### config.mk
export PLATFORM = sky130hd
export DESIGN_NAME = rbvi_sqrt
export DESIGN_NICKNAME = d
export VERILOG_FILES = /design/src/rtl/core/rbvi_pkg.sv /design/src/rtl/core/rbvi_sqrt.sv
export SDC_FILE = /design/constraint.sdc
export NUM_CORES = 1
export LEC_CHECK = 0
export BUFFER_PORTS_ARGS = -buffer_cell sky130_fd_sc_hd__buf_2
export CAP_MARGIN = 10
export CORE_UTILIZATION = 63
export CTS_CLUSTER_DIAMETER = 60
export DETAILED_ROUTE_END_ITERATION = 12
export PLACE_DENSITY = 0.82
export SYNTH_ARGS = -nofsm -noshare
export SYNTH_HDL_FRONTEND = slang
export SYNTH_SLANG_ARGS = --single-unit
### constraint.sdc
create_clock -name clk -period 8 [get_ports clk]
set_clock_uncertainty 0.1 [all_clocks]
set_input_delay 1.2 -clock clk [delete_from_list [all_inputs] [get_ports clk]]
set_output_delay 1.2 -clock clk [all_outputs]
set_load 0.01 [all_outputs]
### src/rtl/core/rbvi_pkg.sv
`timescale 1ns / 1ps

package rbvi_pkg;

  localparam int VAL_W      = 32;
  localparam int FRAC_BITS  = 16;
  localparam int STEP_BITS  = 16;
  localparam int UNIT_BITS  = 30;
  localparam int ACC_W      = VAL_W + FRAC_BITS;
  localparam int DIV_CNT_W  = $clog2(ACC_W + 1);
  localparam int MUL_W      = VAL_W + 1;
  localparam int PROD_W     = 2 * MUL_W;
  localparam int CFG_ADDR_W = 3;
  localparam int CFG_DATA_W = 32;

  typedef enum logic [CFG_ADDR_W-1:0] {
    REG_BODY_MASS      = 3'd0,
    REG_DAMPING_RATE   = 3'd1,
    REG_GRAVITY_ACCEL  = 3'd2,
    REG_STOP_THRESHOLD = 3'd3,
    REG_GRAVITY_ENABLE = 3'd4,
    REG_STATIC_MODE    = 3'd5
  } cfg_reg_t;

  typedef enum logic {
    OP_TICK  = 1'b0,
    OP_FORCE = 1'b1
  } op_t;

  typedef enum logic [4:0] {
    ST_IDLE,
    ST_T_POS_M,
    ST_T_POS_W,
    ST_T_DMP_M,
    ST_T_DMP_W,
    ST_T_GRV_M,
    ST_T_GRV_W,
    ST_T_SQ_M,
    ST_T_SQ_W,
    ST_T_STOP,
    ST_F_SQ_M,
    ST_F_SQ_W,
    ST_F_CHK,
    ST_F_ROOT,
    ST_F_ACC,
    ST_F_UNIT,
    ST_F_LO,
    ST_F_HI,
    ST_F_ADD,
    ST_DONE
  } state_t;

  typedef struct packed {
    logic                 start;
    logic [VAL_W-1:0]     divisor;
    logic [VAL_W-1:0]     rem_init;
    logic [ACC_W-1:0]     quo_init;
    logic [DIV_CNT_W-1:0] steps;
  } div_req_t;

  typedef struct packed {
    logic                    ovf;
    logic signed [VAL_W-1:0] val;
  } sat_t;

  function automatic sat_t sat32(input logic signed [PROD_W-1:0] x);
    sat_t r;
    r.ovf = 1'b0;
    r.val = x[VAL_W-1:0];
    if (!(x[PROD_W-1:VAL_W-1] == '0 || x[PROD_W-1:VAL_W-1] == '1)) begin
      r.ovf = 1'b1;
      r.val = x[PROD_W-1] ? {1'b1, {(VAL_W-1){1'b0}}} : {1'b0, {(VAL_W-1){1'b1}}};
    end
    return r;
  endfunction

  function automatic logic [VAL_W-1:0] mag32(input logic [VAL_W-1:0] x);
    return x[VAL_W-1] ? (~x + 1'b1) : x;
  endfunction

endpackage

### src/rtl/core/rbvi_sqrt.sv
`timescale 1ns / 1ps

// bit-pair integer square root, one result bit a cycle
module rbvi_sqrt import rbvi_pkg::*; (
  input  logic                 clk,
  input  logic                 rst,
  input  logic                 start,
  input  logic [2*VAL_W-1:0]   radicand,
  output logic                 done,
  output logic [VAL_W-1:0]     root
);

  logic [2*VAL_W-1:0] s_q, res_q, bit_q, trial;
  logic               busy_q, done_q;

  assign trial = res_q + bit_q;

  always_ff @(posedge clk) begin
    if (rst) begin
      busy_q <= 1'b0;
      done_q <= 1'b0;
    end else begin
      done_q <= 1'b0;
      if (start) begin
        busy_q <= 1'b1;
      end else if (busy_q && bit_q[0]) begin
        busy_q <= 1'b0;
        done_q <= 1'b1;
      end
    end
  end

  always_ff @(posedge clk) begin
    if (start) begin
      s_q   <= radicand;
      res_q <= '0;
      bit_q <= {2'b01, {(2*VAL_W-2){1'b0}}};
    end else if (busy_q) begin
      if (s_q >= trial) begin
        s_q   <= s_q - trial;
        res_q <= (res_q >> 1) + bit_q;
      end else begin
        res_q <= res_q >> 1;
      end
      bit_q <= bit_q >> 2;
    end
  end

  assign done = done_q;
  assign root = res_q[VAL_W-1:0];

endmodule

# == Word-level counts from Yosys, hierarchy flattened ==
# Index checks and enable logic that the tools add are counted.
# classes
mul,0
n_bitwise,0
magnitude_cmp,1
n_mux,7
div_mod_pow,0
shift,0
n_reduce_logical,6
n_eq_ne,0
add_sub_neg,3
# ops
cell,count
2-to-1 mux 64 bit,4
adder 63 x 63 -> 64 bit,1
adder 64 x 63 -> 64 bit,1
>= comparator 64 bit,1
subtractor 64 bit,1
nonzero test 2 bit,3
2-to-1 mux 1 bit,3
AND reduction 2 bit,1
OR reduction 2 bit,1
logical AND 1 bit,1
# word_totals
latchBits,0
out_inout_bits,33
elab_cells,22
n_memories,0
ramBits,0
reg_bits,162
input_bits,67
romBits,0

# == Depth between registers and ports, before layout ==
# depth
depth_word,5
ltp_mapped,26
depth_no_buf,23

# == Worst setup path before layout ==
# No wires, ideal clock.
# synth_path
path_type,reg-to-reg
from,register res_q[12]
to,"register s_q[0], enable pin"
path_buffers,2
synth_period_minus_slack_ps,6575
stages_incl_launch_ff,24
arrival_ps,5781
slack_ps,1425
setup_time_ps,693
path_cell_list,dfxtp_1 > ha_1 > and4_1 > nor3b_1 > o21ai_0 > a21oi_1 > o311ai_1 > a2111o_1 > a21oi_1 > a211o_1 > a31oi_1 > xor2_1 > ha_1 > clkbuf_1 > a21o_1 > a21o_1 > a21oi_1 > o21bai_1 > a211oi_1 > nor3b_1 > nor2_1 > clkbuf_1 > nand2_1 > nand2_1
# synth_between
elab_chain_len,4
# synth_lines
element,line_no,source
start: declaration,rbvi_sqrt.sv:13,"logic [2*VAL_W-1:0] s_q, res_q, bit_q, trial;"
start signal: assignment,rbvi_sqrt.sv:41,res_q <= (res_q >> 1) + bit_q;
start signal: assignment,rbvi_sqrt.sv:43,res_q <= res_q >> 1;
adder 64 x 63 -> 64 bit,rbvi_sqrt.sv:16,assign trial = res_q + bit_q;
>= comparator 64 bit,rbvi_sqrt.sv:39,if (s_q >= trial) begin
nonzero test 2 bit (no source line),--,
AND reduction 2 bit (no source line),--,
end signal: assignment,rbvi_sqrt.sv:35,s_q <= radicand;
end signal: assignment,rbvi_sqrt.sv:40,s_q <= s_q - trial;
end: declaration,rbvi_sqrt.sv:13,
# Every way passes these cells.
# A chain may end at the register's enable or synchronous reset.

# == Worst setup path in the final report ==
# layout_path
from,register res_q[10]
to,register res_q[22]
# layout_between
elab_chain_len,3
elab_cells_between_ends,4
classes_between,add/sub (2); order compare (1); mux (1)
# layout_lines
element,line_no
adder 64 x 63 -> 64 bit,rbvi_sqrt.sv:16
>= comparator 64 bit,rbvi_sqrt.sv:39
2-to-1 mux 64 bit *,rbvi_sqrt.sv:39
# Every way passes the cells marked *; elsewhere a longest branch is shown, timed or not.

==> results.py <==
metrics = {
    "synthesis": {
        "yosysMostFrequentCell": "nand2_1",
        "async_flop_share_pct": 0,
        "synth_cells": 1932,
        "yosysWarningCount": 0,
        "avgSynthCellArea_sq_um": 7.86,
        "synth_nets": 2130,
        "yosysTopAreaCell": "dfxtp_1",
        "synth_commonest_cells": "nand2_1 (195), nor2_1 (178), ha_1 (130)",
        "ys_ff_latch": 162,
        "ys.flop_type": "dfxtp_1",
        "synth_edf_count": 64,
        "synth.distinct_cells": 79,
        "seq_area_frac_synth_pct": 25.6,
        "synth_top_area_share_pct": 12.9,
        "ys_top_cells_by_area": "dfxtp_1 (13%), edfxtp_1 (13%), ha_1 (11%)",
        "syn_area_sq_um": 15200,
    },
    "die": {
        "die_w_um": 157,
        "rows": 56,
        "start_util_pct": 64.5,
        "die_y_um": 157,
        "die_area_sq_um": 24700,
        "core_area_sq_um": 23500,
        "num_io_pins": 100,
    },
    "global_routing": {
        "grt_start_max_net_pins": 83,
        "grt_pass1_vias": 13700,
        "grt.overflow.total": 0,
        "grt_pass1_wl_um": 68100,
        "track_usage_pct": 34.6,
        "antenna_found_initial": 0,
    },
    "worst_hold_path": {
        "hold_class": "reg2reg",
    },
    "run_status": {
        "outcome": "finished, final reports clean",
    },
    "power": {
        "p_leak_uw": 0.00622,
        "p_sw_uw": 2560,
        "seqPwrFrac_pct": 24.4,
        "internal-power_uw": 2950,
        "pwr-share-comb_pct": 59.0,
        "ir_worst_vdd_v": 0.000211,
        "power.share.switching_pct": 46.5,
        "power_density_nw_per_um2": 342,
        "pwr-share-clk_pct": 16.6,
    },
    "placement": {
        "numPortBuffers": 99,
        "dp_cells": 2213,
        "gp_congestion": 0.976,
        "dpl.hpwl_um": 31900,
        "preCtsSetupSlack_ns": 1.03,
    },
    "clocking": {
        "cts.hold.buffers_added": 0,
        "insertion_delay_ns": 0.45,
        "post_cts_buffers": 0,
        "clkSinkCount": 162,
        "htreeDepth": 4,
        "cts_resized": 0,
        "cts_made_buffers": 17,
        "cts_buffer_depth": 2,
        "cts_tree": "built",
        "cts-root-buf": "clkbuf_16",
        "path_clk_slew_ns": 0.07,
    },
    "detailed_routing": {
        "detail-route-antenna-nets": 0,
        "drtIter0Drc": 1568,
        "wl_met2_um": 19900,
        "first_pass_iters": 5,
        "top_layer_used": "met4",
        "drc_errors": 0,
        "vias": 14500,
        "vias_per_cell": 6.46,
        "wl_um": 42400,
        "wl_per_cell_um": 18.9,
        "dr_wl_met3_um": 2660,
        "wl_met1_um": 18400,
    },
    "setup_path": {
        "worst-path-max-fanout": 41,
        "cp-end-kind": "register",
        "required_ns": 8.23,
        "critical_path_arrival_ns": 7.42,
        "worstSetupStartpointType": "register",
        "path_class": "reg2reg",
    },
    "flow_run": {
        "cap_violations": 0,
    },
    "cells_and_area": {
        "n_antenna_cell": 0,
        "utilization_pct": 68.4,
        "nets": 2111,
        "drive_gt1_share_pct": 8.93,
        "final_cells": 2245,
        "area_growth_pct": 6.10,
        "multi_input_area_sq_um": 10500,
        "nFillCells": 2051,
        "regArea_sq_um": 3890,
    },
    "sta": {
        "fin_ws_ns": 0.804,
        "finalHoldViolations": 0,
        "drv_slew": 0,
        "fin_crit_sh_pct": 90.0,
        "rsz0062_at_grt": "no",
        "setup_viol": 0,
        "fin_setup_tns_ns": 0,
        "whs_ns": 0.428,
        "tightest_slew_ns": 0.890,
        "layout_min_cycle_time_ns": 7.20,
        "fmax_mhz": 139,
        "relSlewSlack_pct": 39.9,
    },
}
## metal layers
layer	GRT usage [%]	vias to the layer above
met4	14.9	0
met1	43.1	6713
met3	5.40	115
met5	0	-
li1	-	7114
met2	59.0	562
## state kept, by name, indices dropped and copies added, names as in the netlist
name	flops
res_q	64
s_q	64
bit_q	32
busy_q	1
done	1
## layout make-up
cell class                 count  area share [%]
clock buffer                  21            2.87
clock inverter                11            1.08
inverter                      46            1.07
multi-input combinational   1580            64.9
sequential                   162            24.1
tap                          319            2.48
timing repair buffer         106            3.52
## logic make-up (layout without fill, tap and decap cells)
logic type / count (synthesis) / count (layout) / synth area share (%)
multiplexers: 51 / 51 / 3.41
adder cells (fa/ha/maj): 131 / 131 / 10.8
buffers and inverters: 190 / 184 / 5.64
flip-flops: 162 / 162 / 25.6
AO/OA/AOI/OAI: 637 / 637 / 27.2
AND/OR/NAND/NOR: 614 / 614 / 18.8
XOR/XNOR: 147 / 147 / 8.48
## path summary, 6_finish.rpt
check	endpoint	slack, ns	cells after the start	startpoint
max	res_q[22]	0.80	22	res_q[10]
min	res_q[62]	0.43	2	res_q[63]
max reg2reg	res_q[22]	0.80	22	res_q[10]
min reg2reg	res_q[62]	0.43	2	res_q[63]
## worst max-delay path, stage by stage, from the launching register on
cell and delay [ns]:
dfxtp_1 0.40, ha_1 0.38, and4_1 0.25, nor3b_1 0.26
o21ai_0 0.20, a21oi_1 0.37, o311ai_1 0.16, a2111o_1 0.51
a21oi_1 0.46, a31o_1 0.30, a31oi_1 0.12, xor2_1 0.18
ha_1 0.39, a21o_1 0.20, a21o_1 0.18, a21oi_1 0.17
o21ai_0 0.16, a211oi_1 0.25, nor3b_1 0.56, or2_2 0.70
buf_12 0.28, o21ai_0 0.11, a221oi_1 0.37
## power by group through the flow
stage               Sequential, uW  Clock, uW  Combinational, uW
finish                        1350        913               3250
global route                  1370        948               3570
CTS                           1340        918               3180
floorplan                     1270          0               2540
global placement              1350          0               3090
detailed placement            1350          0               3160
## stage by stage
step | total power, uW | area (sq um)
global placement | 4440 | 15500
global route | 5890 | 16100
floorplan | 3810 | 15200
detailed placement | 4510 | 15500
finish | 5510 | 16100
CTS | 5440 | 16100
## cells in the final DEF, fill, tap and decap left out, types with 9 or more instances in the layout
cell type,Yosys,layout
nor2b_1,19,19
nand2_1,195,194
a211oi_1,43,43
a21oi_1,127,127
ha_1,130,130
a31o_2,16,16
nand3_1,33,33
nand4_1,42,42
and3_1,19,19
a311oi_1,19,19
a21o_1,47,47
o21a_1,18,18
o21bai_1,26,26
mux2i_1,45,45
inv_1,45,45
nor2_1,178,177
clkbuf_16,0,18
xor2_1,66,66
o21ai_1,62,62
buf_2,15,98
nor3_1,36,36
xnor2_1,81,81
o21ai_0,119,119
nor4_1,10,10
edfxtp_1,64,64
a31oi_1,60,60
o31ai_1,9,9
dfxtp_1,98,97
or3_1,20,20
a221oi_1,9,9
and2_1,21,21
nand2b_1,14,14
Power figures use the tool's default switching activity.
