$ cat config.mk
export PLATFORM = sky130hd
export DESIGN_NAME = rbvi_div
export DESIGN_NICKNAME = d
export VERILOG_FILES = /design/src/rtl/core/rbvi_pkg.sv /design/src/rtl/core/rbvi_div.sv
export SDC_FILE = /design/constraint.sdc
export NUM_CORES = 1
export LEC_CHECK = 0
export BUFFER_PORTS_ARGS = -buffer_cell sky130_fd_sc_hd__buf_2
export CAP_MARGIN = 20
export CORE_ASPECT_RATIO = 0.9
export CORE_MARGIN = 2
export CORE_UTILIZATION = 49
export DETAILED_ROUTE_END_ITERATION = 16
export PLACE_DENSITY = 0.77
export SYNTH_ARGS = -nofsm -noshare
export SYNTH_HDL_FRONTEND = slang
export SYNTH_SLANG_ARGS = --single-unit
$ cat constraint.sdc
create_clock -name clk -period 2.85 [get_ports clk]
set_input_delay 0.7125 -clock clk [delete_from_list [all_inputs] [get_ports clk]]
set_output_delay 0.7125 -clock clk [all_outputs]
set_load 0.01 [all_outputs]
$ cat src/rtl/core/rbvi_pkg.sv
`timescale 1ns / 1ps

package rbvi_pkg;

  localparam int VAL_W      = 32;
  localparam int FRAC_BITS  = 16;
  localparam int STEP_BITS  = 16;
  localparam int UNIT_BITS  = 30;
  localparam int ACC_W      = VAL_W + FRAC_BITS;
  localparam int DIV_CNT_W  = $clog2(ACC_W + 1);
  localparam int MUL_W      = VAL_W + 1;
  localparam int PROD_W     = 2 * MUL_W;
  localparam int CFG_ADDR_W = 3;
  localparam int CFG_DATA_W = 32;

  typedef enum logic [CFG_ADDR_W-1:0] {
    REG_BODY_MASS      = 3'd0,
    REG_DAMPING_RATE   = 3'd1,
    REG_GRAVITY_ACCEL  = 3'd2,
    REG_STOP_THRESHOLD = 3'd3,
    REG_GRAVITY_ENABLE = 3'd4,
    REG_STATIC_MODE    = 3'd5
  } cfg_reg_t;

  typedef enum logic {
    OP_TICK  = 1'b0,
    OP_FORCE = 1'b1
  } op_t;

  typedef enum logic [4:0] {
    ST_IDLE,
    ST_T_POS_M,
    ST_T_POS_W,
    ST_T_DMP_M,
    ST_T_DMP_W,
    ST_T_GRV_M,
    ST_T_GRV_W,
    ST_T_SQ_M,
    ST_T_SQ_W,
    ST_T_STOP,
    ST_F_SQ_M,
    ST_F_SQ_W,
    ST_F_CHK,
    ST_F_ROOT,
    ST_F_ACC,
    ST_F_UNIT,
    ST_F_LO,
    ST_F_HI,
    ST_F_ADD,
    ST_DONE
  } state_t;

  typedef struct packed {
    logic                 start;
    logic [VAL_W-1:0]     divisor;
    logic [VAL_W-1:0]     rem_init;
    logic [ACC_W-1:0]     quo_init;
    logic [DIV_CNT_W-1:0] steps;
  } div_req_t;

  typedef struct packed {
    logic                    ovf;
    logic signed [VAL_W-1:0] val;
  } sat_t;

  function automatic sat_t sat32(input logic signed [PROD_W-1:0] x);
    sat_t r;
    r.ovf = 1'b0;
    r.val = x[VAL_W-1:0];
    if (!(x[PROD_W-1:VAL_W-1] == '0 || x[PROD_W-1:VAL_W-1] == '1)) begin
      r.ovf = 1'b1;
      r.val = x[PROD_W-1] ? {1'b1, {(VAL_W-1){1'b0}}} : {1'b0, {(VAL_W-1){1'b1}}};
    end
    return r;
  endfunction

  function automatic logic [VAL_W-1:0] mag32(input logic [VAL_W-1:0] x);
    return x[VAL_W-1] ? (~x + 1'b1) : x;
  endfunction

endpackage

$ cat src/rtl/core/rbvi_div.sv
`timescale 1ns / 1ps

// restoring divider, one quotient bit a cycle
module rbvi_div import rbvi_pkg::*; (
  input  logic             clk,
  input  logic             rst,
  input  div_req_t         req,
  output logic             done,
  output logic [ACC_W-1:0] quo
);

  logic [VAL_W-1:0]     rem_q, rem_next;
  logic [VAL_W-1:0]     dvs_q;
  logic [ACC_W-1:0]     quo_q, quo_next;
  logic [DIV_CNT_W-1:0] cnt_q;
  logic                 busy_q, done_q;
  logic [VAL_W:0]       shifted, diff;

  always_comb begin
    shifted = {rem_q, quo_q[ACC_W-1]};
    diff    = shifted - {1'b0, dvs_q};
    if (!diff[VAL_W]) begin
      rem_next = diff[VAL_W-1:0];
      quo_next = {quo_q[ACC_W-2:0], 1'b1};
    end else begin
      rem_next = shifted[VAL_W-1:0];
      quo_next = {quo_q[ACC_W-2:0], 1'b0};
    end
  end

  always_ff @(posedge clk) begin
    if (rst) begin
      busy_q <= 1'b0;
      done_q <= 1'b0;
      cnt_q  <= '0;
    end else begin
      done_q <= 1'b0;
      if (req.start) begin
        busy_q <= 1'b1;
        cnt_q  <= req.steps;
      end else if (busy_q) begin
        cnt_q <= cnt_q - 1'b1;
        if (cnt_q == DIV_CNT_W'(1)) begin
          busy_q <= 1'b0;
          done_q <= 1'b1;
        end
      end
    end
  end

  always_ff @(posedge clk) begin
    if (req.start) begin
      rem_q <= req.rem_init;
      quo_q <= req.quo_init;
      dvs_q <= req.divisor;
    end else if (busy_q) begin
      rem_q <= rem_next;
      quo_q <= quo_next;
    end
  end

  assign done = done_q;
  assign quo  = quo_q;

endmodule

=== Word level (Yosys, flattened, before mapping) ===
Cells that the tools add are included.

* Input bits: 121
* Output and inout port bits: 49
* Word-level logic and storage cells: 24
* Register bits after elaboration: 120

* Eq/ne operators: 1
* Mux-type cells: 12
* Add/sub/neg operators: 2
* Bitwise gates (word level): 1
* Reduce and logical (&&, ||, !) cells: 2

{| class="wikitable"
|+ Operators by type and width
! cell !! number
|-
| 32-bit two-way mux || 3
|-
| 48-bit two-way mux || 2
|-
| 33-bit by 32-bit subtractor with 33-bit output || 1
|-
| 6-bit two-way mux || 2
|-
| 6-bit by 1-bit equality test with 1-bit output (second input constant) || 1
|-
| 6-bit by 1-bit subtractor with 6-bit output (second input constant) || 1
|-
| 1-bit two-way mux || 5
|-
| 3-bit OR reduction || 1
|-
| 2-bit nonzero test || 1
|-
| 1-bit NOT || 1
|}

=== Logic depth before layout (Yosys ltp) ===
* Word-level depth: 4
* Gate-level depth with buffers: 14
* Mapped depth without buffers: 12

=== Least setup slack after synthesis ===
OpenSTA, ideal clock, no wires.

* Path type: flip-flop to flip-flop
* From: register quo_q[47], in the netlist quo[47]
* To: register rem_q[15] (data pin)
* Slack: -0.249 ns
* Setup time: 0.266 ns
* Required time: 2.584 ns
* Clock period less this slack: 3.099 ns
* Arrival time: 2.833 ns
* Stages on the path, launching flop included: 15
* Buffers on the path: 2
* Cell sequence: edfxtp_1 inv_1 ha_1 fa_1 nand2b_1 a21oi_1 o21a_1 a21boi_4 o211ai_4 a31oi_4 xnor2_1 buf_6 buf_6 mux2i_1 o21ai_1

* Word-level cells in the longest chain between the ends: 4

{| class="wikitable"
|+ RTL lines
! element !! RTL line !! source
|-
| start: declaration || rbvi_div.sv:14 || <nowiki>logic [ACC_W-1:0] quo_q, quo_next;</nowiki>
|-
| start signal: assignment || rbvi_div.sv:54 || <nowiki>quo_q <= req.quo_init;</nowiki>
|-
| start signal: assignment || rbvi_div.sv:58 || <nowiki>quo_q <= quo_next;</nowiki>
|-
| 33-bit by 32-bit subtractor with 33-bit output || rbvi_div.sv:21 || <nowiki>diff = shifted - {1'b0, dvs_q};</nowiki>
|-
| 32-bit two-way mux || rbvi_div.sv:22 || <nowiki>if (!diff[VAL_W]) begin</nowiki>
|-
| 32-bit two-way mux || rbvi_div.sv:56 || <nowiki>end else if (busy_q) begin</nowiki>
|-
| 32-bit two-way mux || rbvi_div.sv:52 || <nowiki>if (req.start) begin</nowiki>
|-
| end signal: assignment || rbvi_div.sv:53 || <nowiki>rem_q <= req.rem_init;</nowiki>
|-
| end signal: assignment || rbvi_div.sv:57 || <nowiki>rem_q <= rem_next;</nowiki>
|-
| end: declaration || rbvi_div.sv:12 || <nowiki>logic [VAL_W-1:0] rem_q, rem_next;</nowiki>
|}

No other way between the ends. The select of a mux whose other input is x is not followed.
A chain may end at the register's enable or synchronous reset.

=== Final worst setup path ===
* From: register dvs_q[0]
* To: register rem_q[0] (data pin)

* Word-level cells in the longest chain between the ends: 4

{| class="wikitable"
|+ RTL lines
! element !! RTL line !! source
|-
| start: declaration || rbvi_div.sv:13 || <nowiki>logic [VAL_W-1:0] dvs_q;</nowiki>
|-
| start signal: assignment || rbvi_div.sv:55 || <nowiki>dvs_q <= req.divisor;</nowiki>
|-
| 33-bit by 32-bit subtractor with 33-bit output || rbvi_div.sv:21 ||
|-
| 32-bit two-way mux || rbvi_div.sv:22 ||
|-
| 32-bit two-way mux || rbvi_div.sv:56 ||
|-
| 32-bit two-way mux || rbvi_div.sv:52 ||
|}

No other way between the ends. The select of a mux whose other input is x is not followed.

==> impl_metrics.csv <==
group,metric,value,unit
clock_network,clockRootBuffer,"clkbuf_16",
global_routing,grt_overflow,0,
critical_path,arrival,3.29,ns
yosys,synth_area_leaders,"edfxtp_1 49%, mux2_2 7.9%, ha_1 6.2%, xnor2_1 3.1%, mux2i_1 2.9%",
routing,drt_iter0_drc,394,
run_status,violations,"negative setup slack",
timing,worst_pin_slew,0.587,ns
yosys,synthXorXnorAreaFrac,0.0446,
critical_path,max_stage_delay,0.42,ns
run_status,status,"finished, violations left",
floorplan,initial_utilization,0.507,
yosys,syn-mean-instance-area,11.5,µm²
place,port-buffer-count,169,
place,hpwlAfterDp,12.9,mm
run,cap_viol_max_count,0,
min_path,hold_class,"in2reg",
yosys,yosys_warnings,0,
pwr,power_frac_seq,0.291,
critical_path,cpMostUsedCell,"buf_6",
critical_path,cp.required,3.07,ns
final_layout,final_util,0.674,
routing,drcViolationCount,0,
timing,fmax,325,MHz
timing,finalCriticalPeriod,3.08,ns
final_layout,multi_input_area,3240,µm²
clock_network,clock_latency,0.42,ns
clock_network,worst_setup_hold_path_clk_slew,0.06,ns
floorplan,coreArea,13500,µm²
yosys,synthMostInstantiatedCell,"edfxtp_1",
critical_path,endpoint_kind,"register",
place,gp_congestion,0.922,
timing,rsz0062_at_grt,"true",
floorplan,dieArea,14900,µm²
yosys,yosysUniqueCellTypes,58,
yosys,synth_mux_area_frac,0.108,
global_routing,grt_pass1_wl,27.7,mm
yosys,netlist_instances,597,
pwr,p_int,5.69,mW
clock_network,holdBufCountCts,0,
final_layout,seqCellArea,3520,µm²
floorplan,ios,170,
timing,setup_ws,-0.227,ns
timing,finalHoldViolCount,0,
global_routing,grt_max_degree,65,
routing,wirelength,17.8,mm
global_routing,grt_pass1_vias,5759,
yosys,synth_area,6850,µm²
critical_path,slowest_stage,"edfxtp_1",
pwr,cellLeakagePower,3.98,nW
timing,slew_headroom,0.608,
pwr,p_clk_frac,0.247,
yosys,yosys.area_share.simple,0.0906,
pwr,switchingPower,3.02,mW
final_layout,nets,976,
pwr,netSwitchingFraction,0.347,
timing,whs,0.468,ns
pwr,p_comb_frac,0.462,
routing,wire_per_inst,17.8,µm
routing,drtPass1Iterations,5,
clock_network,cts.path.max_buffers,2,
floorplan,num_rows,40,
final_layout,layout.cells.non_filler,1000,
timing,clock_skew,0.0124,ns
critical_path,path_cells,"ha_4, fa_2, nand2b_4, a21oi_4, o21a_4, a21boi_4, o211ai_4, a31oi_4, buf_6, xor2_4, buf_6, or3_4, o311ai_2",
yosys,synth_common_cells,"112 x edfxtp_1, 51 x nand2_1, 48 x mux2_2",
final_layout,syn_to_final_growth,33.1,%
global_routing,track_usage,0.241,
yosys,synth_compound_area_frac,0.136,
floorplan,die_y,116,µm
critical_path,setup.worst_path.start_class,"register",
clock_network,clock-sinks,120,
timing,final_max_slew_viol_count,0,
clock_network,cts_tree,"done",
yosys,synthDominantCellAreaShare,0.491,
yosys,synth-async-reset-ratio,0,
place,placed_cells,958,
yosys,synth-edff-count,112,
floorplan,die_w,129,µm
yosys,synthFlopType,"edfxtp_1",
yosys,yosys.area.top_type,"edfxtp_1",
pwr,p_per_area,956,nW/µm²
clock_network,htreeDepth,4,
yosys,synth_nets,753,
critical_path,path_buf_inv,2,
pwr,finalPower,8.71,mW
routing,via_per_inst,5.52,
critical_path,critPathKind,"reg2reg",
yosys,synth_top_family_by_area,"compound AO/OA/AOI/OAI gates",
critical_path,cp_top_family,"compound AO/OA/AOI/OAI gates",
yosys,yosysSeqAreaShare,0.515,
routing,final_antenna_net_count,0,
pwr,ir_drop,0.607,mV
clock_network,cts_buffers,17,
yosys,synth-seq-cells,120,
final_layout,fill_cells,1034,
timing,fin_crit_sh,1.08,
yosys,synth_adder_area_share,0.0650,
final_layout,antenna_cells,0,
routing,vias,5520,
global_routing,antenna_found_initial,0,
timing,setup_violations,33,
final_layout,drive_gt1_frac,0.409,
critical_path,path_max_fanout,8,
metal layers:
| metal | vias to the layer above | GRT usage | routed length (µm) |
|---|---|---|---|
| li1 | 2659 | - | - |
| met1 | 2610 | 0.291 | 7390 |
| met2 | 228 | 0.413 | 8750 |
| met3 | 23 | 0.0806 | 1360 |
| met4 | 0 | 0.0754 | 276 |
| met5 | - | 0 | 0 |
worst register-to-register path, cell delays in order, from the launching register on:
cell	delay, ns
edfxtp_1	0.42
ha_4	0.19
fa_2	0.36
nand2b_4	0.16
a21oi_4	0.16
o21a_4	0.16
a21boi_4	0.07
o211ai_4	0.24
a31oi_4	0.14
buf_6	0.15
xor2_4	0.19
buf_6	0.18
or3_4	0.38
o311ai_2	0.09
sequential cells by signal, indices dropped and copies added, names as in the netlist:
| register | cells |
|---|---|
| rem_q | 32 |
| done | 1 |
| busy_q | 1 |
| dvs_q | 32 |
| cnt_q | 6 |
| quo | 48 |
cell usage in the layout, fill, tap and decap left out, types with 9 or more instances in the layout:
cell,instances
clkbuf_16,17
buf_4,50
o21ai_1,24
ha_1,29
inv_1,41
xnor2_1,23
edfxtp_1,112
buf_2,168
nand2_1,48
xor2_1,9
mux2i_1,19
o21ai_0,12
nor2_1,26
a21o_1,11
mux2_2,48
nor3_1,9
a21oi_1,36
final cells by class:
type	count	area share
sequential	120	0.387
multi-input combinational	408	0.356
inverter	43	0.0177
tap	168	0.0231
clock inverter	13	0.0172
timing repair buffer	230	0.152
clock buffer	18	0.0471
through the flow:
step | area (µm²) | setup TNS [ns] | setup slack [ns]
2_1_floorplan | 6900 | -0.595 | -0.0595
3_3_place_gp | 8250 | -1.62 | -0.117
3_5_place_dp | 8250 | -3.06 | -0.137
4_1_cts | 9010 | -2.42 | -0.125
5_1_grt | 9110 | -8.87 | -0.323
6_report | 9110 | -5.35 | -0.227
logic make-up (layout without fill, tap and decap cells):
logic type,count (synthesis),count (layout)
AOI/OAI and AO/OA,139,139
and+or+nand+nor,132,132
DFF,120,120
buffers and inverters,69,304
muxes,68,68
adders and majority gates,35,35
xor gates and xnor gates,34,34
power groups by stage:
| stage | clock, mW | combinational, mW | sequential, mW |
|---|---|---|---|
| 6_report | 2.15 | 4.03 | 2.53 |
| 5_1_grt | 2.25 | 4.34 | 2.57 |
| 4_1_cts | 2.18 | 3.90 | 2.53 |
| 3_5_place_dp | 0 | 3.51 | 2.54 |
| 3_3_place_gp | 0 | 3.42 | 2.54 |
| 2_1_floorplan | 0 | 2.38 | 2.53 |
final timing paths:
kind	start	end	slack (ns)	depth (start not counted)
setup / recovery	dvs_q[0]$_DFFE_PP_	rem_q[0]$_DFFE_PP_	-0.23	13
setup reg to reg	dvs_q[0]$_DFFE_PP_	rem_q[0]$_DFFE_PP_	-0.23	13
hold / removal	req[88]	dvs_q[2]$_DFFE_PP_	0.47	1
hold reg to reg	quo[42]$_DFFE_PP_	quo[43]$_DFFE_PP_	0.57	1
repair_timing:
item	in CTS	in global routing
setup buffers	9	3
gates resized for setup	16	20
setup endpoints to repair	31	33
gates cloned	1	0
pin swaps	7	11
(Power assumes the default switching activity.)
